<file path="src/rtl/tesp_pkg.sv">
// Shared types and constants for the terminal escape sequence parser.
`timescale 1ns / 1ps

package tesp_pkg;

  localparam int unsigned BYTE_W            = 8;
  localparam int unsigned ACC_W             = 16;
  localparam int unsigned PARAM_IDX_W       = 4;
  localparam int unsigned PAYLOAD_LEN_W     = 11;
  localparam int unsigned RESULT_PARAMS_MAX = 16;
  localparam int unsigned CFG_ADDR_W        = 2;

  localparam logic [ACC_W-1:0] ACC_SAT = 16'hFFFF;

  // Control and delimiter bytes
  localparam logic [BYTE_W-1:0] CH_BEL       = 8'h07;
  localparam logic [BYTE_W-1:0] CH_CAN       = 8'h18;
  localparam logic [BYTE_W-1:0] CH_SUB       = 8'h1A;
  localparam logic [BYTE_W-1:0] CH_ESC       = 8'h1B;
  localparam logic [BYTE_W-1:0] CH_DCS       = 8'h50;
  localparam logic [BYTE_W-1:0] CH_SOS       = 8'h58;
  localparam logic [BYTE_W-1:0] CH_CSI_INTRO = 8'h5B;
  localparam logic [BYTE_W-1:0] CH_ST_FINAL  = 8'h5C;
  localparam logic [BYTE_W-1:0] CH_OSC_INTRO = 8'h5D;
  localparam logic [BYTE_W-1:0] CH_PM        = 8'h5E;
  localparam logic [BYTE_W-1:0] CH_APC       = 8'h5F;
  localparam logic [BYTE_W-1:0] CH_DEL       = 8'h7F;
  localparam logic [BYTE_W-1:0] CH_COLON     = 8'h3A;
  localparam logic [BYTE_W-1:0] CH_SEMI      = 8'h3B;

  // Byte class bounds
  localparam logic [BYTE_W-1:0] CH_INTER_LO  = 8'h20;
  localparam logic [BYTE_W-1:0] CH_INTER_HI  = 8'h2F;
  localparam logic [BYTE_W-1:0] CH_DIGIT_LO  = 8'h30;
  localparam logic [BYTE_W-1:0] CH_DIGIT_HI  = 8'h39;
  localparam logic [BYTE_W-1:0] CH_PRIV_LO   = 8'h3C;
  localparam logic [BYTE_W-1:0] CH_PARAM_HI  = 8'h3F;
  localparam logic [BYTE_W-1:0] CH_FINAL_LO  = 8'h40;
  localparam logic [BYTE_W-1:0] CH_FINAL_HI  = 8'h7E;

  typedef enum logic [2:0] {
    MODE_GROUND,
    MODE_ESCAPE,
    MODE_CSI,
    MODE_OSC,
    MODE_IGNORE
  } mode_e;

  typedef enum logic [2:0] {
    EV_NONE,
    EV_ESC_DISPATCH,
    EV_CSI_PARAM,
    EV_OSC_BYTE,
    EV_OSC_END
  } event_e;

  typedef enum logic [CFG_ADDR_W-1:0] {
    CFG_CSI_ENABLE,
    CFG_ESC_ENABLE,
    CFG_OSC_ENABLE
  } cfg_reg_e;

  typedef enum logic {
    ST_PARSE,
    ST_EMIT
  } ctrl_state_e;

  typedef struct packed {
    logic                     handled;
    event_e                   event_kind;
    logic [BYTE_W-1:0]        final_byte;
    logic [BYTE_W-1:0]        marker_byte;
    logic [PARAM_IDX_W-1:0]   param_index;
    logic [ACC_W-1:0]         param_value;
    logic [BYTE_W-1:0]        payload_byte;
    logic [PAYLOAD_LEN_W-1:0] payload_length;
    logic                     last;
  } result_t;

  typedef struct packed {
    logic step;        // parse the input byte, load its single result
    logic start_emit;  // CSI final: store last parameter, arm emission
    logic emit;        // load the next parameter result
    logic finish;      // last parameter emitted, clear the sequence
  } cmd_t;

  typedef struct packed {
    logic csi_dispatch;  // input byte closes a CSI sequence that dispatches
    logic emit_last;     // current parameter is the final one to emit
  } stat_t;

endpackage

</file>
<file path="src/rtl/tesp_if.sv">
// Channel interfaces: input bytes, parser results and configuration writes.
`timescale 1ns / 1ps

interface tesp_byte_if;
  logic                       valid;
  logic                       ready;
  logic [tesp_pkg::BYTE_W-1:0] in_byte;

  modport source (output valid, output in_byte, input ready);
  modport sink (input valid, input in_byte, output ready);
endinterface

interface tesp_result_if;
  logic                              valid;
  logic                              ready;
  logic                              handled;
  logic [2:0]                        event_kind;
  logic [tesp_pkg::BYTE_W-1:0]        final_byte;
  logic [tesp_pkg::BYTE_W-1:0]        marker_byte;
  logic [tesp_pkg::PARAM_IDX_W-1:0]   param_index;
  logic [tesp_pkg::ACC_W-1:0]         param_value;
  logic [tesp_pkg::BYTE_W-1:0]        payload_byte;
  logic [tesp_pkg::PAYLOAD_LEN_W-1:0] payload_length;
  logic                              last;

  modport source (
    output valid, output handled, output event_kind, output final_byte,
    output marker_byte, output param_index, output param_value,
    output payload_byte, output payload_length, output last, input ready
  );
  modport sink (
    input valid, input handled, input event_kind, input final_byte,
    input marker_byte, input param_index, input param_value,
    input payload_byte, input payload_length, input last, output ready
  );
endinterface

interface tesp_cfg_if;
  logic                           valid;
  logic                           ready;
  logic [tesp_pkg::CFG_ADDR_W-1:0] index;
  logic                           data;

  modport source (output valid, output index, output data, input ready);
  modport sink (input valid, input index, input data, output ready);
endinterface

</file>
<file path="src/rtl/tesp_datapath.sv">
// Parser datapath: sequence state, parameter store, config and result register.
`timescale 1ns / 1ps

module tesp_datapath #(
  parameter int unsigned MAX_PARAMS = 16,
  parameter int unsigned BUF_DEPTH  = 1024
) (
  input  logic                                clk_i,
  input  logic                                rst_ni,
  input  logic [tesp_pkg::BYTE_W-1:0]          in_byte_i,
  input  logic                                cfg_we_i,
  input  logic [tesp_pkg::CFG_ADDR_W-1:0]      cfg_idx_i,
  input  logic                                cfg_data_i,
  input  tesp_pkg::cmd_t                      cmd_i,
  output tesp_pkg::stat_t                     stat_o,
  output tesp_pkg::result_t                   res_o
);
  import tesp_pkg::*;

  localparam int unsigned CNT_W  = $clog2(BUF_DEPTH + 1);
  localparam int unsigned PCNT_W = $clog2(MAX_PARAMS + 1);
  localparam int unsigned PIDX_W = (MAX_PARAMS > 1) ? $clog2(MAX_PARAMS) : 1;

  mode_e                  mode_q, mode_d;
  logic [CNT_W-1:0]       cnt_q, cnt_d;
  logic [ACC_W-1:0]       acc_q, acc_d;
  logic [PCNT_W-1:0]      pcnt_q, pcnt_d;
  logic [BYTE_W-1:0]      pmark_q, pmark_d;
  logic [BYTE_W-1:0]      inter_q, inter_d;
  logic                   err_q, err_d;
  logic [PARAM_IDX_W-1:0] idx_q, idx_d;
  logic [BYTE_W-1:0]      fin_q, fin_d;
  result_t                res_q, res_d;
  logic                   csi_en_q, esc_en_q, osc_en_q;

  logic [ACC_W-1:0]       store_q [MAX_PARAMS];
  logic                   st_we;

  logic [BYTE_W-1:0]      b;
  logic                   is_abort;
  logic                   buf_room;
  logic                   param_room;
  logic                   is_final;
  logic [19:0]            acc_x10;
  logic [ACC_W-1:0]       acc_sat;
  logic [PCNT_W:0]        idx_nxt;
  logic                   clr;
  result_t                step_res;

  assign b          = in_byte_i;
  assign is_abort   = (b == CH_ESC) || (b == CH_CAN) || (b == CH_SUB);
  assign buf_room   = cnt_q < CNT_W'(BUF_DEPTH);
  assign param_room = pcnt_q < PCNT_W'(MAX_PARAMS);
  assign is_final   = (b >= CH_FINAL_LO) && (b <= CH_FINAL_HI);

  // acc * 10 + digit as two shifted adds
  assign acc_x10 = (20'(acc_q) << 3) + (20'(acc_q) << 1) + 20'(b[3:0]);
  assign acc_sat = (acc_x10 > 20'(ACC_SAT)) ? ACC_SAT : acc_x10[ACC_W-1:0];

  // Parameter emission stops at the store count or at the per-byte result cap
  assign idx_nxt = (PCNT_W + 1)'(idx_q) + 1'b1;
  assign stat_o.emit_last = (idx_nxt == {1'b0, pcnt_q}) ||
                            (idx_q == PARAM_IDX_W'(RESULT_PARAMS_MAX - 1));
  assign stat_o.csi_dispatch = (mode_q == MODE_CSI) && is_final && csi_en_q &&
                               !err_q && param_room;

  always_comb begin
    mode_d   = mode_q;
    cnt_d    = cnt_q;
    acc_d    = acc_q;
    pcnt_d   = pcnt_q;
    pmark_d  = pmark_q;
    inter_d  = inter_q;
    err_d    = err_q;
    idx_d    = idx_q;
    fin_d    = fin_q;
    res_d    = res_q;
    st_we    = 1'b0;
    clr      = 1'b0;
    step_res            = '0;
    step_res.handled    = 1'b1;
    step_res.event_kind = EV_NONE;
    step_res.last       = 1'b1;

    if (cmd_i.step) begin
      if (is_abort) begin
        clr    = 1'b1;
        mode_d = (b == CH_ESC) ? MODE_ESCAPE : MODE_GROUND;
      end else begin
        case (mode_q)
          MODE_ESCAPE: begin
            if (b == CH_CSI_INTRO) begin
              clr    = 1'b1;
              mode_d = MODE_CSI;
            end else if (b == CH_OSC_INTRO) begin
              clr    = 1'b1;
              mode_d = MODE_OSC;
            end else if (b == CH_DCS || b == CH_SOS || b == CH_PM || b == CH_APC) begin
              mode_d = MODE_IGNORE;
            end else if (b == CH_ST_FINAL) begin
              clr    = 1'b1;
              mode_d = MODE_GROUND;
            end else if (b >= CH_INTER_LO && b <= CH_INTER_HI) begin
              if (buf_room) begin
                cnt_d = cnt_q + 1'b1;
                if (inter_q == '0) inter_d = b;
                else err_d = 1'b1;
              end
            end else if (b >= CH_DIGIT_LO && b <= CH_FINAL_HI) begin
              if (!err_q && esc_en_q) begin
                step_res.event_kind  = EV_ESC_DISPATCH;
                step_res.final_byte  = b;
                step_res.marker_byte = inter_q;
              end
              clr    = 1'b1;
              mode_d = MODE_GROUND;
            end else begin
              step_res.handled = 1'b0;
            end
          end
          MODE_CSI: begin
            if (is_final) begin
              // only the non-dispatching close lands here
              clr    = 1'b1;
              mode_d = MODE_GROUND;
            end else if (b == CH_DEL) begin
              mode_d = MODE_CSI;
            end else if (b >= CH_INTER_LO && b <= CH_PARAM_HI) begin
              if (buf_room) begin
                cnt_d = cnt_q + 1'b1;
                if (b >= CH_DIGIT_LO && b <= CH_DIGIT_HI) begin
                  acc_d = acc_sat;
                end else if (b == CH_SEMI) begin
                  if (param_room) begin
                    st_we  = 1'b1;
                    pcnt_d = pcnt_q + 1'b1;
                  end else begin
                    err_d = 1'b1;
                  end
                  acc_d = '0;
                end else if (b >= CH_PRIV_LO) begin
                  if (pmark_q == '0) pmark_d = b;
                  else err_d = 1'b1;
                end else if (b <= CH_INTER_HI) begin
                  if (inter_q == '0) inter_d = b;
                  else err_d = 1'b1;
                end else if (b == CH_COLON) begin
                  err_d = 1'b1;
                end
              end
            end else begin
              step_res.handled = 1'b0;
            end
          end
          MODE_OSC: begin
            if (b == CH_BEL) begin
              clr    = 1'b1;
              mode_d = MODE_GROUND;
            end else if (b >= CH_INTER_LO) begin
              if (buf_room) begin
                cnt_d = cnt_q + 1'b1;
                if (osc_en_q) begin
                  step_res.event_kind   = EV_OSC_BYTE;
                  step_res.payload_byte = b;
                end
              end
            end
          end
          MODE_IGNORE: begin
            mode_d = MODE_IGNORE;
          end
          default: begin
            mode_d           = MODE_GROUND;
            step_res.handled = 1'b0;
          end
        endcase
      end

      if (clr) begin
        // leaving an OSC string reports its length first
        if (mode_q == MODE_OSC && osc_en_q) begin
          step_res.event_kind     = EV_OSC_END;
          step_res.payload_length = PAYLOAD_LEN_W'(cnt_q);
        end
        cnt_d   = '0;
        acc_d   = '0;
        pcnt_d  = '0;
        pmark_d = '0;
        inter_d = '0;
        err_d   = 1'b0;
      end
      res_d = step_res;
    end else if (cmd_i.start_emit) begin
      st_we  = 1'b1;
      pcnt_d = pcnt_q + 1'b1;
      acc_d  = '0;
      mode_d = MODE_GROUND;
      idx_d  = '0;
      fin_d  = b;
    end else if (cmd_i.emit) begin
      res_d.handled        = 1'b1;
      res_d.event_kind     = EV_CSI_PARAM;
      res_d.final_byte     = fin_q;
      res_d.marker_byte    = pmark_q;
      res_d.param_index    = idx_q;
      res_d.param_value    = store_q[PIDX_W'(idx_q)];
      res_d.payload_byte   = '0;
      res_d.payload_length = '0;
      res_d.last           = stat_o.emit_last;
      idx_d                = idx_q + 1'b1;
      if (cmd_i.finish) begin
        cnt_d   = '0;
        acc_d   = '0;
        pcnt_d  = '0;
        pmark_d = '0;
        inter_d = '0;
        err_d   = 1'b0;
      end
    end
  end

  always_ff @(posedge clk_i or negedge rst_ni) begin
    if (!rst_ni) begin
      mode_q   <= MODE_GROUND;
      cnt_q    <= '0;
      acc_q    <= '0;
      pcnt_q   <= '0;
      pmark_q  <= '0;
      inter_q  <= '0;
      err_q    <= 1'b0;
      idx_q    <= '0;
      csi_en_q <= 1'b1;
      esc_en_q <= 1'b1;
      osc_en_q <= 1'b1;
    end else begin
      mode_q  <= mode_d;
      cnt_q   <= cnt_d;
      acc_q   <= acc_d;
      pcnt_q  <= pcnt_d;
      pmark_q <= pmark_d;
      inter_q <= inter_d;
      err_q   <= err_d;
      idx_q   <= idx_d;
      if (cfg_we_i) begin
        case (cfg_idx_i)
          CFG_CSI_ENABLE: csi_en_q <= cfg_data_i;
          CFG_ESC_ENABLE: esc_en_q <= cfg_data_i;
          CFG_OSC_ENABLE: osc_en_q <= cfg_data_i;
          default: ;
        endcase
      end
    end
  end

  always_ff @(posedge clk_i) begin
    fin_q <= fin_d;
    res_q <= res_d;
    if (st_we) begin
      store_q[PIDX_W'(pcnt_q)] <= acc_q;
    end
  end

  assign res_o = res_q;

  a_pcnt_bound: assert property (@(posedge clk_i) disable iff (!rst_ni)
    pcnt_q <= PCNT_W'(MAX_PARAMS))
    else $error("parameter count above MAX_PARAMS");

  a_cnt_bound: assert property (@(posedge clk_i) disable iff (!rst_ni)
    cnt_q <= CNT_W'(BUF_DEPTH))
    else $error("collected count above BUF_DEPTH");

  a_emit_in_store: assert property (@(posedge clk_i) disable iff (!rst_ni)
    cmd_i.emit |-> ((PCNT_W + 1)'(idx_q) < {1'b0, pcnt_q}))
    else $error("parameter emitted beyond stored count");

endmodule

</file>
<file path="src/rtl/tesp_ctrl.sv">
// Parser controller: input handshake, result register valid and parameter emission.
`timescale 1ns / 1ps

module tesp_ctrl (
  input  logic            clk_i,
  input  logic            rst_ni,
  input  logic            in_valid_i,
  output logic            in_ready_o,
  output logic            out_valid_o,
  input  logic            out_ready_i,
  input  tesp_pkg::stat_t stat_i,
  output tesp_pkg::cmd_t  cmd_o
);
  import tesp_pkg::*;

  ctrl_state_e state_q, state_d;
  logic        out_valid_q, out_valid_d;
  logic        slot_free;

  // result register can take a new transaction this cycle
  assign slot_free = !out_valid_q || out_ready_i;

  always_comb begin
    state_d     = state_q;
    out_valid_d = out_valid_q && !out_ready_i;
    cmd_o       = '0;
    in_ready_o  = 1'b0;

    case (state_q)
      ST_PARSE: begin
        in_ready_o = slot_free;
        if (in_valid_i && slot_free) begin
          if (stat_i.csi_dispatch) begin
            cmd_o.start_emit = 1'b1;
            state_d          = ST_EMIT;
          end else begin
            cmd_o.step  = 1'b1;
            out_valid_d = 1'b1;
          end
        end
      end
      ST_EMIT: begin
        if (slot_free) begin
          cmd_o.emit  = 1'b1;
          out_valid_d = 1'b1;
          if (stat_i.emit_last) begin
            cmd_o.finish = 1'b1;
            state_d      = ST_PARSE;
          end
        end
      end
      default: begin
        state_d = ST_PARSE;
      end
    endcase
  end

  always_ff @(posedge clk_i or negedge rst_ni) begin
    if (!rst_ni) begin
      state_q     <= ST_PARSE;
      out_valid_q <= 1'b0;
    end else begin
      state_q     <= state_d;
      out_valid_q <= out_valid_d;
    end
  end

  assign out_valid_o = out_valid_q;

  a_no_overwrite: assert property (@(posedge clk_i) disable iff (!rst_ni)
    (out_valid_q && !out_ready_i) |-> !(cmd_o.step || cmd_o.emit))
    else $error("result register overwritten while stalled");

  a_accept_acts: assert property (@(posedge clk_i) disable iff (!rst_ni)
    (in_valid_i && in_ready_o) |-> (cmd_o.step || cmd_o.start_emit))
    else $error("accepted byte not processed");

  a_emit_follows: assert property (@(posedge clk_i) disable iff (!rst_ni)
    cmd_o.start_emit |=> (state_q == ST_EMIT && !in_ready_o))
    else $error("emission did not follow CSI dispatch");

endmodule

</file>
<file path="src/rtl/terminal_escape_sequence_parser_top.sv">
// Top level of the terminal escape sequence parser.
`timescale 1ns / 1ps

// Usage:
//   in_i  carries one terminal byte per transaction (valid/ready).
//   res_o carries results; each byte yields one or more results, the final
//         one of a byte flagged by last.
//   cfg_i writes the enable registers (index 0 CSI, 1 ESC, 2 OSC); it is
//         always ready and should only be written while the parser is idle.
// Timing:
//   Except for a dispatching CSI final byte, a result is registered when
//   its byte is accepted and appears in the output register the cycle
//   after. A dispatching CSI final byte has an accept step that stores
//   the last parameter; then each stored parameter, up to 16, is read
//   out of the parameter register file into the output register. Outside
//   emission, a new byte is accepted in the same cycle a result is taken.
// Reset:
//   rst_ni clears the parser to ground mode with all enables set; the
//   parameter register file is not cleared and holds no valid entries.
// Stall:
//   While a result is pending and res_o is not ready, the output register
//   holds, in_i.ready drops and parsing pauses without losing state.

module terminal_escape_sequence_parser_top #(
  parameter int unsigned MAX_PARAMS = 16,
  parameter int unsigned BUF_DEPTH  = 1024
) (
  input  logic           clk_i,
  input  logic           rst_ni,
  tesp_byte_if.sink      in_i,
  tesp_result_if.source  res_o,
  tesp_cfg_if.sink       cfg_i
);
  import tesp_pkg::*;

  cmd_t    cmd;
  stat_t   stat;
  result_t res;
  logic    cfg_we;

  assign cfg_i.ready = 1'b1;
  assign cfg_we      = cfg_i.valid;

  tesp_ctrl u_ctrl (
    .clk_i       (clk_i),
    .rst_ni      (rst_ni),
    .in_valid_i  (in_i.valid),
    .in_ready_o  (in_i.ready),
    .out_valid_o (res_o.valid),
    .out_ready_i (res_o.ready),
    .stat_i      (stat),
    .cmd_o       (cmd)
  );

  tesp_datapath #(
    .MAX_PARAMS (MAX_PARAMS),
    .BUF_DEPTH  (BUF_DEPTH)
  ) u_datapath (
    .clk_i      (clk_i),
    .rst_ni     (rst_ni),
    .in_byte_i  (in_i.in_byte),
    .cfg_we_i   (cfg_we),
    .cfg_idx_i  (cfg_i.index),
    .cfg_data_i (cfg_i.data),
    .cmd_i      (cmd),
    .stat_o     (stat),
    .res_o      (res)
  );

  assign res_o.handled        = res.handled;
  assign res_o.event_kind     = res.event_kind;
  assign res_o.final_byte     = res.final_byte;
  assign res_o.marker_byte    = res.marker_byte;
  assign res_o.param_index    = res.param_index;
  assign res_o.param_value    = res.param_value;
  assign res_o.payload_byte   = res.payload_byte;
  assign res_o.payload_length = res.payload_length;
  assign res_o.last           = res.last;

endmodule
</file>
<file path="src/flat_wrapper.sv">
// flat-port wrapper written by rule: the top's interface ports become plain ports
module terminal_escape_sequence_parser_top_flat import tesp_pkg::*;
#(
  parameter int unsigned MAX_PARAMS = 16,
  parameter int unsigned BUF_DEPTH  = 1024
)
  (clk_i, rst_ni, in_i_valid, in_i_in_byte, in_i_ready, res_o_valid, res_o_handled, res_o_event_kind, res_o_final_byte, res_o_marker_byte, res_o_param_index, res_o_param_value, res_o_payload_byte, res_o_payload_length, res_o_last, res_o_ready, cfg_i_valid, cfg_i_index, cfg_i_data, cfg_i_ready);
  tesp_byte_if in_i_i ();
  tesp_result_if res_o_i ();
  tesp_cfg_if cfg_i_i ();
  input  logic clk_i;
  input  logic rst_ni;
  input wire logic [$bits(in_i_i.valid)-1:0] in_i_valid;
  input wire logic [$bits(in_i_i.in_byte)-1:0] in_i_in_byte;
  output wire logic [$bits(in_i_i.ready)-1:0] in_i_ready;
  output wire logic [$bits(res_o_i.valid)-1:0] res_o_valid;
  output wire logic [$bits(res_o_i.handled)-1:0] res_o_handled;
  output wire logic [$bits(res_o_i.event_kind)-1:0] res_o_event_kind;
  output wire logic [$bits(res_o_i.final_byte)-1:0] res_o_final_byte;
  output wire logic [$bits(res_o_i.marker_byte)-1:0] res_o_marker_byte;
  output wire logic [$bits(res_o_i.param_index)-1:0] res_o_param_index;
  output wire logic [$bits(res_o_i.param_value)-1:0] res_o_param_value;
  output wire logic [$bits(res_o_i.payload_byte)-1:0] res_o_payload_byte;
  output wire logic [$bits(res_o_i.payload_length)-1:0] res_o_payload_length;
  output wire logic [$bits(res_o_i.last)-1:0] res_o_last;
  input wire logic [$bits(res_o_i.ready)-1:0] res_o_ready;
  input wire logic [$bits(cfg_i_i.valid)-1:0] cfg_i_valid;
  input wire logic [$bits(cfg_i_i.index)-1:0] cfg_i_index;
  input wire logic [$bits(cfg_i_i.data)-1:0] cfg_i_data;
  output wire logic [$bits(cfg_i_i.ready)-1:0] cfg_i_ready;
  assign in_i_i.valid = in_i_valid;
  assign in_i_i.in_byte = in_i_in_byte;
  assign in_i_ready = in_i_i.ready;
  assign res_o_valid = res_o_i.valid;
  assign res_o_handled = res_o_i.handled;
  assign res_o_event_kind = res_o_i.event_kind;
  assign res_o_final_byte = res_o_i.final_byte;
  assign res_o_marker_byte = res_o_i.marker_byte;
  assign res_o_param_index = res_o_i.param_index;
  assign res_o_param_value = res_o_i.param_value;
  assign res_o_payload_byte = res_o_i.payload_byte;
  assign res_o_payload_length = res_o_i.payload_length;
  assign res_o_last = res_o_i.last;
  assign res_o_i.ready = res_o_ready;
  assign cfg_i_i.valid = cfg_i_valid;
  assign cfg_i_i.index = cfg_i_index;
  assign cfg_i_i.data = cfg_i_data;
  assign cfg_i_ready = cfg_i_i.ready;
  terminal_escape_sequence_parser_top #(.MAX_PARAMS(MAX_PARAMS), .BUF_DEPTH(BUF_DEPTH)) u_core (.clk_i(clk_i), .rst_ni(rst_ni), .in_i(in_i_i), .res_o(res_o_i), .cfg_i(cfg_i_i));
endmodule
</file>
<file path="config.mk">
export PLATFORM = sky130hd
export DESIGN_NAME = terminal_escape_sequence_parser_top_flat
export DESIGN_NICKNAME = d
export VERILOG_FILES = /design/src/rtl/tesp_pkg.sv /design/src/rtl/tesp_if.sv /design/src/rtl/tesp_datapath.sv /design/src/rtl/tesp_ctrl.sv /design/src/rtl/terminal_escape_sequence_parser_top.sv /design/src/flat_wrapper.sv
export SDC_FILE = /design/constraint.sdc
export NUM_CORES = 1
export LEC_CHECK = 0
export BUFFER_PORTS_ARGS = -buffer_cell sky130_fd_sc_hd__buf_4
export CELL_PAD_IN_SITES_DETAIL_PLACEMENT = 1
export CELL_PAD_IN_SITES_GLOBAL_PLACEMENT = 2
export CORE_MARGIN = 2
export CORE_UTILIZATION = 41
export CTS_CLUSTER_SIZE = 8
export DETAILED_ROUTE_END_ITERATION = 7
export PLACE_DENSITY = 0.8
export SLEW_MARGIN = 15
export SYNTH_ARGS = -nofsm -noshare
export SYNTH_HDL_FRONTEND = slang
export SYNTH_SLANG_ARGS = --single-unit
export TNS_END_PERCENT = 30
</file>
<file path="constraint.sdc">
create_clock -name clk_i -period 3.95 [get_ports clk_i]
set_input_delay 0.395 -clock clk_i [delete_from_list [all_inputs] [get_ports clk_i]]
set_output_delay 0.395 -clock clk_i [all_outputs]
set_load 0.01 [all_outputs]
</file>
# After elaboration in Yosys (flattened, before gate mapping)
# Memory sizes are Yosys's and may differ from the RTL's.
# Index checks and enable logic that the tools add are counted.
[totals]
memories = 1
in_bits = 16
ramBits = 256
elab_cells = 344
reg_bits = 129
[mem_list]
columns = ["name", "words", "width", "rd", "rd_clocked_by_memory_dff", "wr", "line", "source"]
rows = [
  ["u_core.u_datapath.store_q", 16, 16, 1, 0, 1, "tesp_datapath.sv:36", "logic [ACC_W-1:0] store_q [MAX_PARAMS];"],
]
[classes]
order_cmp = 11
n_mux = 192
addsub = 6
eq_ne = 61
bitwise = 3
reduce_logical = 47
[op_table]
columns = ["cell", "n"]
rows = [
  ["8-bit 2-to-1 mux", 39],
  ["16-bit 2-to-1 mux", 15],
  ["11-bit 2-to-1 mux", 19],
  ["60-bit 2-to-1 mux", 3],
  ["20-bit 2-to-1 mux", 6],
  ["4-bit != test, second input constant", 19],
  ["5-bit 2-to-1 mux", 14],
  ["8-bit by 7-bit equality test with 1-bit output, second input constant", 8],
  ["1-bit 2-to-1 mux", 61],
  ["3-bit 2-to-1 mux", 17],
  ["19-bit AND reduction", 2],
  ["3-bit != test, second input constant", 12],
  ["11-bit case mux with 3 select lines", 1],
  ["8-bit by 5-bit equality test with 1-bit output, second input constant", 3],
  ["8-bit by 6-bit >= comparator with 1-bit output, second input constant", 3],
  ["8-bit by 6-bit less-or-equal comparator with 1-bit output, second input constant", 3],
  ["19-bit by 17-bit adder with 20-bit output", 1],
  ["20-bit by 4-bit adder with 20-bit output", 1],
  ["20-bit by 16-bit greater-than comparator with 1-bit output, second input constant", 1],
  ["19-bit 2-to-1 mux", 1],
  ["17-bit 2-to-1 mux", 1],
  ["8-bit by 6-bit equality test with 1-bit output, second input constant", 2],
  ["8-bit logical NOT", 2],
  ["8-bit != test, second input constant", 2],
  ["41 further kinds", 84],
]

# Logic depth before layout (Yosys ltp)
# Gate-level depths: netlist of run 1.
[logic_depth]
depth_word = 14
mapped_depth = 12

# Cells and area by module
# From an unflattened synthesis of run 1, not the netlist that was laid out.
[hier_totals]
cells_unflattened = 1007
hier_area_um2 = 16459.5
[modules_own_cells]
columns = ["module", "cells_each", "instances", "seq_area_each_um2", "area_each_um2"]
rows = [
  ["tesp_datapath", 993, 1, 10999.3, 16314.4],
  ["tesp_ctrl", 12, 1, 50.0, 133.9],
  ["terminal_escape_sequence_parser_top", 2, 1, 0.0, 11.3],
]

# Least setup slack after synthesis of run 1
# Ideal clock, no wire load.
[synth_timing]
kind = "register to register"
start = "register u_core.u_datapath.mode_q[0]"
end = "memory u_core.u_datapath.store_q[7][0] (enable)"
synth_period_minus_slack_ps = 4002
arrival_time_ps = 3589
setup_slack_ps = -52
stages_incl_launch_ff = 9
path_cell_list = "dfrtp_1 > buf_2 > or3b_1 > buf_4 > a2111o_1 > nor2_1 > a41o_1 > nand2_1 > nor3b_1"
[synth_between]
elab_chain_len = 12
elab_cells_between_ends = 15
classes_between = "1 x eq/ne; 10 x mux; 4 x reduce/logical"
[synth_rtl]
columns = ["item", "line", "source"]
rows = [
  ["start: declaration", "tesp_datapath.sv:24", "mode_e mode_q, mode_d;"],
  ["start signal: assignment", "tesp_datapath.sv:236", "mode_q <= mode_d;"],
  ["3-bit by 2-bit equality test with 1-bit output *", "tesp_datapath.sv:64, tesp_datapath.sv:90", ""],
  ["1-bit logical AND (3 in a row)", "tesp_datapath.sv:64", "assign stat_o.csi_dispatch = (mode_q == MODE_CSI) && is_final && csi_en_q &&"],
  ["1-bit logical AND", "tesp_datapath.sv:65", "!err_q && param_room;"],
  ["1-bit 2-to-1 mux", "tesp_ctrl.sv:33", "if (stat_i.csi_dispatch) begin"],
  ["2-bit 2-to-1 mux", "tesp_ctrl.sv:32", "if (in_valid_i && slot_free) begin"],
  ["2-bit 2-to-1 mux", "tesp_ctrl.sv:29", "case (state_q)"],
  ["1-bit 2-to-1 mux", "tesp_datapath.sv:193", "end else if (cmd_i.start_emit) begin"],
  ["1-bit 2-to-1 mux *", "tesp_datapath.sv:85", "if (cmd_i.step) begin"],
  ["1-bit 2-to-1 mux *", "tesp_datapath.sv:258", "if (st_we) begin"],
  ["1-bit 2-to-1 mux (not written as such) *", "tesp_datapath.sv:259", "store_q[PIDX_W'(pcnt_q)] <= acc_q;"],
  ["end: declaration", "tesp_datapath.sv:36", ""],
]
# Mark *: on every way between the ends. The rest lies on a longest branch, timed or not.

# Worst setup path after layout of run 1
[layout_timing]
start = "register u_core.u_datapath.acc_q[9]"
end = "register u_core.u_datapath.acc_q[14]"
[layout_between]
elab_chain_len = 13
[layout_rtl]
columns = ["item", "line", "source"]
rows = [
  ["start: declaration", "tesp_datapath.sv:26", "logic [ACC_W-1:0] acc_q, acc_d;"],
  ["start signal: assignment", "tesp_datapath.sv:226", "acc_q <= '0;"],
  ["start signal: assignment", "tesp_datapath.sv:238", "acc_q <= acc_d;"],
  ["19-bit by 17-bit adder with 20-bit output *", "tesp_datapath.sv:57", "assign acc_x10 = (20'(acc_q) << 3) + (20'(acc_q) << 1) + 20'(b[3:0]);"],
  ["20-bit by 4-bit adder with 20-bit output *", "tesp_datapath.sv:57", ""],
  ["20-bit by 16-bit greater-than comparator with 1-bit output", "tesp_datapath.sv:58", "assign acc_sat = (acc_x10 > 20'(ACC_SAT)) ? ACC_SAT : acc_x10[ACC_W-1:0];"],
  ["16-bit 2-to-1 mux *", "tesp_datapath.sv:58", ""],
  ["16-bit 2-to-1 mux *", "tesp_datapath.sv:131", "if (b >= CH_DIGIT_LO && b <= CH_DIGIT_HI) begin"],
  ["16-bit 2-to-1 mux *", "tesp_datapath.sv:129", "if (buf_room) begin"],
  ["16-bit 2-to-1 mux *", "tesp_datapath.sv:128", "end else if (b >= CH_INTER_LO && b <= CH_PARAM_HI) begin"],
  ["16-bit 2-to-1 mux *", "tesp_datapath.sv:126", "end else if (b == CH_DEL) begin"],
  ["16-bit 2-to-1 mux *", "tesp_datapath.sv:122", "if (is_final) begin"],
  ["16-bit 2-to-1 mux *", "tesp_datapath.sv:90", "case (mode_q)"],
  ["16-bit 2-to-1 mux *", "tesp_datapath.sv:86", "if (is_abort) begin"],
  ["16-bit 2-to-1 mux *", "tesp_datapath.sv:179", "if (clr) begin"],
  ["16-bit 2-to-1 mux *", "tesp_datapath.sv:85", ""],
]
# Mark *: on every way between the ends. The rest lies on a longest branch, timed or not. The select of a mux whose other input is x is not followed.
# A chain may end at the register's enable or synchronous reset.

==> flow_metrics.env, run 1 <==
export IMPL_die_area_mm2=0.0418
export IMPL_critical_path_most_common_cell="sky130_fd_sc_hd__ha_1"
export IMPL_grt_overflow=0
export IMPL_die_h_um=204
export IMPL_grt_pass1_wl_um=63600
export IMPL_worst_path_dominant_cell_family="compound AO/OA/AOI/OAI gates"
export IMPL_post_route_cell_area_mm2=0.0195
export IMPL_fp_row_count=73
export IMPL_timing_critical_path_cells="ha_1, ha_1, o21a_1, o21ai_0, a2111oi_2, o31ai_2, xnor2_1, o32ai_2, a31oi_4, a221o_1"
export IMPL_total_of_warnings_raised_by_yosys=0
export IMPL_detail_route_drc_violations=0
export IMPL_chipWidth_um=204
export IMPL_cts_htree_levels=2
export IMPL_number_of_global_route_vias_before_repair=10500
export IMPL_pwr_share_comb_pct=20.0
export IMPL_layout_commonest_cell="sky130_fd_sc_hd__edfxtp_1"
export IMPL_antenna_left=0
export IMPL_power_switching_uw=3190
export IMPL_synth_nets=1070
export IMPL_fin_nets=1206
export IMPL_seq_power_share_pct=42.6
export IMPL_mean_routed_wirelength_per_cell_um=24.0
export IMPL_gp_congestion=0.792
export IMPL_async_flop_share_pct=15.8
export IMPL_critPathKind="reg2reg"
export IMPL_areaGrowthSynthToFinish_pct=18.3
export IMPL_tns_ns=0
export IMPL_clockPowerShare_pct=37.4
export IMPL_setup_violations=0
export IMPL_grt_antenna_before_repair=0
export IMPL_most_common_layout_cells="303 x sky130_fd_sc_hd__edfxtp_1, 128 x sky130_fd_sc_hd__buf_4, 90 x sky130_fd_sc_hd__nand2_1"
export IMPL_status="completed"
export IMPL_vias_per_cell=5.59
export IMPL_design_internal_power_uw=8190
export IMPL_dp_cells=1619
export IMPL_finClkSkew_ns=0.0192
export IMPL_totalWireLength_um=41300
export IMPL_hold_path_cell_count=2
export IMPL_largest_net_degree_at_the_start_of_global_routing=69
export IMPL_final_max_slew_violation_count=0
export IMPL_fin_util_pct=49.0
export IMPL_layout_cells_non_filler=1720
export IMPL_number_of_sinks_handled_by_clock_tree_synthesis=385
export IMPL_worst_path_buf_inv=0
export IMPL_drt_pass1_iter_count=5
export IMPL_cell_depth_of_the_worst_setup_path=10
export IMPL_irDropWorstVdd_uv=482
export IMPL_synth_edf_count=303
export IMPL_max_freq_mhz=284
export IMPL_critical_path_slowest_stage_cell="sky130_fd_sc_hd__dfrtp_1"
export IMPL_yosysSeqAreaShare_pct=67.1
export IMPL_placedInstanceArea_mm2=0.0179
export IMPL_postSynthRegisterBits=385
export IMPL_p_leak_uw=0.00708
export IMPL_port_buffers=77
export IMPL_post_synth_inst_count=1015
export IMPL_clock_tree_root_driver_cell="sky130_fd_sc_hd__clkbuf_16"
export IMPL_startpoint_type="register"
export IMPL_crit_path_end_kind="register"
export IMPL_mappedNetlistArea_mm2=0.0165
export IMPL_vias=9609
export IMPL_detailedRoute_firstIterationViolations=698
export IMPL_power_density_cell_area_mw_per_mm2=584
export IMPL_final_layout_size_suffix_gt1_share_pct=26.1
export IMPL_clock_tree_buffer_depth=3
export IMPL_cts_tree="done"
export IMPL_num_antenna_cells=0
export IMPL_initial_cell_density_of_the_core_pct=41.5
export IMPL_worst_r2r_path_depth=10
export IMPL_highest_net_fanout_along_the_worst_path=19
export IMPL_fin_crit_sh_pct=89.3
export IMPL_min_period_ns=3.53
export IMPL_ys_flop_type="sky130_fd_sc_hd__edfxtp_1"
export IMPL_postCtsSetupBuffers=0
export IMPL_power_share_switching_pct=28.0
export IMPL_worst_slew_pin_transition_ns=1.07
export IMPL_hp_class="in2reg"
export IMPL_coreArea_mm2=0.0397
export IMPL_worstPathRequired_ns=4.46
export IMPL_grt_setup_unrepaired="false"
export IMPL_io_pin_count=79
export IMPL_clk_transition_reported_paths_ns=0.05
export IMPL_track_usage_pct=20.4
export IMPL_cts_buffers=54
export IMPL_hold_viol=0
export IMPL_postSynthAreaPerCell_um2=16.2
export IMPL_relSlewSlack_pct=28.8
export IMPL_hpwlAfterDp_um=26100
export IMPL_crit_arrival_ns=4.03
export IMPL_critical_path_max_stage_delay_ns=0.77
export IMPL_insertion_delay_ns=0.59
export IMPL_yosys_cell_types_count=79
export IMPL_maxCapViolations=0
[stage by stage]
stage / total power (µW) / setup slack, ns / hold WS [ns]
final: 11400 / 0.424 / 0.0734
after detailed placement: 7220 / 0.333 / 0.457
after CTS: 11500 / 0.397 / 0.0348
after global placement: 7190 / 0.381 / 0.444
after global routing: 11800 / 0.141 / 0.0548
after floorplan: 6360 / 0.0738 / 0.0994
[worst paths after layout]
| path | slack, ns | end | start |
|---|---|---|---|
| min reg2reg | 0.46 | u_core.u_datapath.res_o[39] | u_core.u_datapath.res_o[39] |
| min | 0.07 | u_core.u_datapath.esc_en_q | cfg_i_data |
| max in group asynchronous | 2.82 | u_core.u_datapath.idx_q[0] | rst_ni |
| max reg2reg | 0.42 | u_core.u_datapath.acc_q[14] | u_core.u_datapath.acc_q[9] |
| min in group asynchronous | 0.47 | u_core.u_datapath.cnt_q[8] | rst_ni |
| max | 0.42 | u_core.u_datapath.acc_q[14] | u_core.u_datapath.acc_q[9] |
[metal layers]
layer  wire (µm)  global-route usage, %
met2       20600                   34.5
met1       17500                   26.8
met3        2030                   3.46
met5           0                      0
met4        1120                   7.04
[Yosys cell counts, types with 3 or more instances]
cell                       count  share of area, %
sky130_fd_sc_hd__a41oi_1       3              0.16
sky130_fd_sc_hd__mux4_2       80                11
sky130_fd_sc_hd__inv_1        15              0.34
sky130_fd_sc_hd__dfxtp_1      21               2.6
sky130_fd_sc_hd__buf_6         3              0.21
sky130_fd_sc_hd__edfxtp_1    303                55
sky130_fd_sc_hd__nor3_1       11              0.33
sky130_fd_sc_hd__buf_4         3              0.14
sky130_fd_sc_hd__nor3b_1       4              0.18
sky130_fd_sc_hd__nand2b_1      6              0.23
sky130_fd_sc_hd__nor2_1       41              0.93
sky130_fd_sc_hd__or2_2         5              0.19
sky130_fd_sc_hd__a21o_1        7              0.32
sky130_fd_sc_hd__a31o_2        3              0.16
sky130_fd_sc_hd__o21ai_0      26              0.79
sky130_fd_sc_hd__xnor2_1      17              0.90
sky130_fd_sc_hd__o31ai_1       3              0.14
sky130_fd_sc_hd__buf_1         6              0.14
sky130_fd_sc_hd__dfrtp_1      58               8.8
sky130_fd_sc_hd__nor2b_1       3              0.11
sky130_fd_sc_hd__o21a_1        3              0.14
sky130_fd_sc_hd__a211o_1       3              0.16
sky130_fd_sc_hd__a21oi_1      47               1.4
sky130_fd_sc_hd__buf_2        12              0.36
sky130_fd_sc_hd__and3_1        9              0.34
sky130_fd_sc_hd__nand3_1       9              0.27
sky130_fd_sc_hd__o211ai_1      4              0.18
sky130_fd_sc_hd__mux2_2        5              0.34
sky130_fd_sc_hd__dfstp_2       3              0.48
sky130_fd_sc_hd__nand2_1      90               2.1
sky130_fd_sc_hd__clkbuf_1     26              0.59
sky130_fd_sc_hd__a221o_1      17               1.0
sky130_fd_sc_hd__or3_1         4              0.15
sky130_fd_sc_hd__ha_1         37               2.8
sky130_fd_sc_hd__and2_1       37               1.4
sky130_fd_sc_hd__nand4_1       6              0.23
sky130_fd_sc_hd__xor2_1       14              0.74
sky130_fd_sc_hd__nor4_1        8              0.30
sky130_fd_sc_hd__a22o_1       15              0.80
[cell type report]
class | count | area [µm²]
repair buffers | 130 | 991
flip-flops and latches | 385 | 11100
clock inverters | 3 | 45.0
multi-input cells | 564 | 5170
inverters | 16 | 60.1
fillers | 3848 | 20200
clock buffers | 97 | 1510
well taps | 525 | 657
[timing repair]
item                                   in CTS  in global routing
resized for setup                           0                  0
endpoints found under the hold margin      58                  0
hold buffers                                1                  0
[flip-flops by register name, summed over array words and instances, names as in the netlist, 3 cells and up]
register,cells
u_core.u_datapath.pcnt_q,5
u_core.u_datapath.cnt_q,11
u_core.u_datapath.idx_q,4
u_core.u_datapath.store_q,256
u_core.u_datapath.fin_q,8
u_core.u_datapath.res_o,60
u_core.u_datapath.pmark_q,8
u_core.u_datapath.mode_q,3
u_core.u_datapath.inter_q,8
u_core.u_datapath.acc_q,16
[power groups by stage]
stage / logic (µW) / clock network (µW) / registers (µW)
after floorplan: 1400 / 0 / 4950
after global placement: 2280 / 0 / 4910
after detailed placement: 2300 / 0 / 4920
after CTS: 2320 / 4330 / 4850
after global routing: 2470 / 4480 / 4880
final: 2280 / 4260 / 4850
[logic make-up (layout without fill, tap and decap cells)]
family                     count (synthesis)  count (layout)  share of synthesized area (%)
buffers and inverters                     66             246                           1.80
adders and majority gates                 39              39                           3.05
DFF                                      385             385                           67.1
xor gates and xnor gates                  31              31                           1.65
and+or+nand+nor                          253             253                           8.08
muxes                                     86              86                           11.3
other                                      1               1                         0.0228
AOI/OAI and AO/OA                        154             154                           6.97
Power figures use the tool's default switching activity.
==> run 2, diff against run 1 <==
RECOVER_POWER = 50   (was default)
==> flow_metrics.env, run 2 (synthesis gave the netlist of run 1 again) <==
export IMPL_status="finished with violations"
export IMPL_failed_checks="max-capacitance violations, max-slew violations"
export IMPL_power_share_switching_pct=28.4
export IMPL_layout_commonest_cell="sky130_fd_sc_hd__edfxtp_1"
export IMPL_critical_path_slowest_stage_cell="sky130_fd_sc_hd__clkbuf_1"
export IMPL_mean_routed_wirelength_per_cell_um=24.0
export IMPL_clk_transition_reported_paths_ns=0.05
export IMPL_most_common_layout_cells="303 x sky130_fd_sc_hd__edfxtp_1, 123 x sky130_fd_sc_hd__clkbuf_1, 90 x sky130_fd_sc_hd__nand2_1"
export IMPL_crit_arrival_ns=4.14
export IMPL_clock_tree_buffer_depth=3
export IMPL_p_leak_uw=0.00677
export IMPL_grt_antenna_before_repair=0
export IMPL_worst_path_dominant_cell_family="compound AO/OA/AOI/OAI gates"
export IMPL_largest_net_degree_at_the_start_of_global_routing=69
export IMPL_seq_power_share_pct=43.1
export IMPL_cts_tree="done"
export IMPL_final_layout_size_suffix_gt1_share_pct=19.2
export IMPL_multi_input_comb_area_mm2=0.00517
export IMPL_initial_cell_density_of_the_core_pct=41.5
export IMPL_post_cts_hold_buffer_count=1
export IMPL_detailedRoute_firstIterationViolations=640
export IMPL_power_density_cell_area_mw_per_mm2=585
export IMPL_chipWidth_um=204
export IMPL_track_usage_pct=20.4
export IMPL_critPathKind="reg2reg"
export IMPL_fp_row_count=73
export IMPL_fin_crit_sh_pct=92.0
export IMPL_detailroute_wirelength_met2_um=20600
export IMPL_timing_hold_ws_ns=0.0737
export IMPL_drt_pass1_iter_count=4
export IMPL_dr_wl_met3_um=1940
export IMPL_design_internal_power_uw=8040
export IMPL_cts_repair_resize_count=0
export IMPL_clockPowerShare_pct=37.9
export IMPL_startpoint_type="register"
export IMPL_io_pin_count=79
export IMPL_critical_path_max_stage_delay_ns=0.62
export IMPL_cts_buffers=54
export IMPL_tns_ns=0
export IMPL_regMostFlops="u_core.u_datapath.store_q"
export IMPL_vias=9630
export IMPL_irDropWorstVdd_uv=485
export IMPL_gp_congestion=0.792
export IMPL_worst_slew_pin_transition_ns=1.68
export IMPL_hpwlAfterDp_um=26100
export IMPL_number_of_global_route_vias_before_repair=10500
export IMPL_port_buffers=77
export IMPL_antenna_left=0
export IMPL_detail_route_drc_violations=0
export IMPL_coreArea_mm2=0.0397
export IMPL_totalWireLength_um=41200
export IMPL_fin_nets=1206
export IMPL_vias_per_cell=5.60
export IMPL_final_max_slew_violation_count=62
export IMPL_wl_met1_um=17600
export IMPL_fillCellCount=3886
export IMPL_num_antenna_cells=0
export IMPL_postCtsSetupBuffers=0
export IMPL_pwr_share_comb_pct=19.0
export IMPL_relSlewSlack_pct=-11.9
export IMPL_max_freq_mhz=275
export IMPL_clock_tree_root_driver_cell="sky130_fd_sc_hd__clkbuf_16"
export IMPL_post_layout_total_power_uw=11200
export IMPL_grt_overflow=0
export IMPL_die_area_mm2=0.0418
export IMPL_highest_net_fanout_along_the_worst_path=18
export IMPL_finClkSkew_ns=0.0192
export IMPL_cts_htree_levels=2
export IMPL_maxCapViolations=1
export IMPL_insertion_delay_ns=0.59
export IMPL_areaGrowthSynthToFinish_pct=16.5
export IMPL_worst_path_buf_inv=1
export IMPL_regArea_mm2=0.0111
export IMPL_setup_violations=0
export IMPL_grt_setup_unrepaired="false"
export IMPL_number_of_sinks_handled_by_clock_tree_synthesis=385
export IMPL_hp_class="in2reg"
export IMPL_die_h_um=204
export IMPL_top_routing_layer_used="met4"
export IMPL_timing_critical_path_cells="clkbuf_1, ha_1, ha_1, o21a_1, nor2_1, a2111oi_2, o31ai_2, xnor2_1, o32ai_2, a31oi_4, a221o_1"
export IMPL_grt_pass1_wl_um=63600
export IMPL_crit_path_end_kind="register"
export IMPL_min_period_ns=3.64
export IMPL_worstPathRequired_ns=4.46
export IMPL_largest_reg_flops=256
export IMPL_hold_viol=0
export IMPL_power_switching_uw=3190
export IMPL_critical_path_most_common_cell="sky130_fd_sc_hd__ha_1"
[run 2: layer usage]
| metal | vias to the layer above | global-route usage, % |
|---|---|---|
| li1 | 4262 | - |
| met1 | 5049 | 26.8 |
| met2 | 250 | 34.5 |
| met3 | 69 | 3.46 |
| met4 | 0 | 7.04 |
| met5 | - | 0 |
[run 2: worst register-to-register path: stages (launching register included)]
cell and delay (ns):
sky130_fd_sc_hd__dfrtp_1 0.35, sky130_fd_sc_hd__clkbuf_1 0.62, sky130_fd_sc_hd__ha_1 0.36, sky130_fd_sc_hd__ha_1 0.38, sky130_fd_sc_hd__o21a_1 0.15, sky130_fd_sc_hd__nor2_1 0.07, sky130_fd_sc_hd__a2111oi_2 0.48, sky130_fd_sc_hd__o31ai_2 0.12
sky130_fd_sc_hd__xnor2_1 0.17, sky130_fd_sc_hd__o32ai_2 0.12, sky130_fd_sc_hd__a31oi_4 0.52, sky130_fd_sc_hd__a221o_1 0.21
[run 2: per-stage QoR]
stage	area, µm²	util [%]	worst slack (ns)	std cells
finish	19200	48.3	0.315	1720
CTS	19500	49.0	0.397	1720
global placement	17900	45.1	0.381	1619
detailed placement	17900	45.1	0.333	1619
floorplan	16500	-	0.0738	1015
global route	19200	48.3	0.0862	1720
[run 2: path summary, 6_finish.rpt]
check | startpoint | end | slack, ns | cells past startpoint
max in group asynchronous | rst_ni | u_core.u_datapath.idx_q[0] | 1.93 | 2
max | u_core.u_datapath.acc_q[6] | u_core.u_datapath.acc_q[14] | 0.31 | 11
min | cfg_i_data | u_core.u_datapath.esc_en_q | 0.07 | 2
min reg2reg | u_core.u_datapath.res_o[22] | u_core.u_datapath.res_o[22] | 0.46 | 2
max reg2reg | u_core.u_datapath.acc_q[6] | u_core.u_datapath.acc_q[14] | 0.31 | 11
min in group asynchronous | rst_ni | u_core.u_datapath.cnt_q[10] | 0.80 | 2
[run 2: area by class of cell]
type,count,area share [%]
Inverter,16,0.313
Sequential cell,385,57.6
Clock buffer,97,7.88
Tap cell,525,3.42
Multi-Input combinational cell,564,26.9
Clock inverter,3,0.235
Timing Repair Buffer,130,3.59
[run 2: power groups by stage]
stage               combinational (µW)  sequential (µW)  clock [µW]
global placement                  2280             4910           0
floorplan                         1400             4950           0
CTS                               2320             4850        4330
detailed placement                2300             4920           0
global route                      2320             4870        4480
finish                            2130             4840        4250
==> run 3, diff against run 2 <==
REMOVE_ABC_BUFFERS = 1   (was default)
==> flow_metrics.env, run 3 (synthesis gave the netlist of run 1 again) <==
export IMPL_grt_antenna_before_repair=0
export IMPL_worst_path_buf_inv=1
export IMPL_critical_path_slowest_stage_cell="sky130_fd_sc_hd__fa_1"
export IMPL_totalWireLength_um=41600
export IMPL_die_area_mm2=0.0418
export IMPL_max_freq_mhz=276
export IMPL_final_max_slew_violation_count=62
export IMPL_largest_reg_flops=256
export IMPL_relSlewSlack_pct=-7.44
export IMPL_status="finished with violations"
export IMPL_insertion_delay_ns=0.60
export IMPL_clock_tree_root_driver_cell="sky130_fd_sc_hd__clkbuf_16"
export IMPL_grt_pass1_wl_um=64100
export IMPL_mean_routed_wirelength_per_cell_um=24.1
export IMPL_detail_route_drc_violations=0
export IMPL_number_of_global_route_vias_before_repair=10300
export IMPL_dp_cells=1622
export IMPL_finClkSkew_ns=0.0176
export IMPL_areaGrowthSynthToFinish_pct=17.2
export IMPL_hold_viol=0
export IMPL_detailedRoute_firstIterationViolations=795
export IMPL_hp_class="in2reg"
export IMPL_port_buffers=77
export IMPL_antenna_left=0
export IMPL_num_antenna_cells=0
export IMPL_layout_cells_non_filler=1725
export IMPL_failed_checks="max-capacitance violations, max-slew violations"
export IMPL_hpwlAfterDp_um=26400
export IMPL_vias=9635
export IMPL_setup_violations=0
export IMPL_worstPathRequired_ns=4.41
export IMPL_clk_transition_reported_paths_ns=0.05
export IMPL_gp_congestion=0.854
export IMPL_post_route_cell_area_mm2=0.0193
export IMPL_cts_htree_levels=2
export IMPL_crit_arrival_ns=4.09
export IMPL_cts_tree="done"
export IMPL_maxCapViolations=1
export IMPL_fin_nets=1209
export IMPL_fp_row_count=73
export IMPL_largest_net_degree_at_the_start_of_global_routing=67
export IMPL_track_usage_pct=20.7
export IMPL_post_cts_hold_buffer_count=1
export IMPL_min_period_ns=3.62
export IMPL_highest_net_fanout_along_the_worst_path=12
export IMPL_drt_pass1_iter_count=4
export IMPL_coreArea_mm2=0.0397
export IMPL_most_common_layout_cells="303 x sky130_fd_sc_hd__edfxtp_1, 122 x sky130_fd_sc_hd__clkbuf_1, 90 x sky130_fd_sc_hd__nand2_1"
export IMPL_regMostFlops="u_core.u_datapath.store_q"
export IMPL_clock_tree_buffer_depth=3
export IMPL_worst_slew_pin_transition_ns=1.61
export IMPL_cts_repair_resize_count=0
export IMPL_grt_overflow=0
export IMPL_chipWidth_um=204
export IMPL_die_h_um=204
export IMPL_cts_buffers=54
export IMPL_critPathKind="reg2reg"
export IMPL_postCtsSetupBuffers=0
export IMPL_vias_per_cell=5.59
export IMPL_placedInstanceArea_mm2=0.0180
export IMPL_worst_path_dominant_cell_family="compound AO/OA/AOI/OAI gates"
export IMPL_irDropWorstVdd_uv=410
export IMPL_p_leak_uw=0.00682
export IMPL_initial_cell_density_of_the_core_pct=41.5
export IMPL_number_of_sinks_handled_by_clock_tree_synthesis=385
export IMPL_critical_path_max_stage_delay_ns=0.53
export IMPL_timing_critical_path_cells="fa_1, fa_1, a21o_1, a2111oi_4, a2111oi_2, o31ai_2, xnor2_1, o32ai_2, a31oi_4, buf_12, a221o_1"
export IMPL_power_density_cell_area_mw_per_mm2=588
export IMPL_io_pin_count=79
export IMPL_final_layout_size_suffix_gt1_share_pct=19.5
export IMPL_grt_setup_unrepaired="false"
export IMPL_startpoint_type="register"
export IMPL_layout_commonest_cell="sky130_fd_sc_hd__edfxtp_1"
export IMPL_fin_crit_sh_pct=91.8
export IMPL_critical_path_most_common_cell="sky130_fd_sc_hd__fa_1"
export IMPL_crit_path_end_kind="register"
-- run 3: cell count changes in the layout (fill, tap and decap cells not counted), sizes merged --
cell      before  now
inv           17   16
clkinv         2    1
buf           48   53
clkbuf       178  179
clkinvlp       0    1
-- run 3: path summary, 6_finish.rpt --
| kind | startpoint | to | slack (ns) | cells past startpoint |
|---|---|---|---|---|
| max | u_core.u_datapath.acc_q[0] | u_core.u_datapath.acc_q[9] | 0.33 | 11 |
| min | cfg_i_data | u_core.u_datapath.csi_en_q | 0.06 | 2 |
| max reg2reg | u_core.u_datapath.acc_q[0] | u_core.u_datapath.acc_q[9] | 0.33 | 11 |
| min reg2reg | u_core.u_datapath.res_o[23] | u_core.u_datapath.res_o[23] | 0.45 | 2 |
| max in group asynchronous | rst_ni | u_core.u_datapath.idx_q[0] | 2.03 | 2 |
| min in group asynchronous | rst_ni | u_core.u_datapath.cnt_q[6] | 0.73 | 2 |
-- run 3: power by group --
group | leakage, µW | switching [µW] | total, µW | internal [µW]
sequential | 0.00382 | 223 | 4880 | 4650
combinational | 0.00225 | 1290 | 2130 | 838
clock | 0.000754 | 1700 | 4340 | 2640
-- run 3: cell type report --
type,instances,area [µm²]
multi-input cells,564,5150
clock buffers,100,1570
inverters,16,60.1
repair buffers,133,781
flip-flops and latches,385,11100
fillers,3857,20400
well taps,525,657
clock inverters,2,37.5
-- run 3: routing by layer --
metal,up-vias,routed length (µm),GRT usage (%)
met5,-,0,0
met1,5075,18400,28.9
li1,4264,-,-
met3,64,1860,2.98
met4,0,1180,8.26
met2,232,20200,32.9
-- run 3: metrics by stage --
step	power, µW	hold slack [ns]	setup slack (ns)	utilization [%]	TNS [ns]
CTS	11600	0.0257	0.320	49.4	0
global route	11900	0.0582	0.121	48.6	0
finish	11300	0.0562	0.326	48.6	0
global placement	7230	0.434	0.282	45.3	0
detailed placement	7270	0.444	0.201	45.3	0
floorplan	6290	0.0994	-0.745	-	-29.54
-- run 3: worst register-to-register path, cell delays in order, from the launching register on --
cell	delay [ns]
sky130_fd_sc_hd__dfrtp_1	0.42
sky130_fd_sc_hd__fa_1	0.53
sky130_fd_sc_hd__fa_1	0.47
sky130_fd_sc_hd__a21o_1	0.23
sky130_fd_sc_hd__a2111oi_4	0.45
sky130_fd_sc_hd__a2111oi_2	0.18
sky130_fd_sc_hd__o31ai_2	0.28
sky130_fd_sc_hd__xnor2_1	0.12
sky130_fd_sc_hd__o32ai_2	0.18
sky130_fd_sc_hd__a31oi_4	0.17
sky130_fd_sc_hd__buf_12	0.19
sky130_fd_sc_hd__a221o_1	0.27
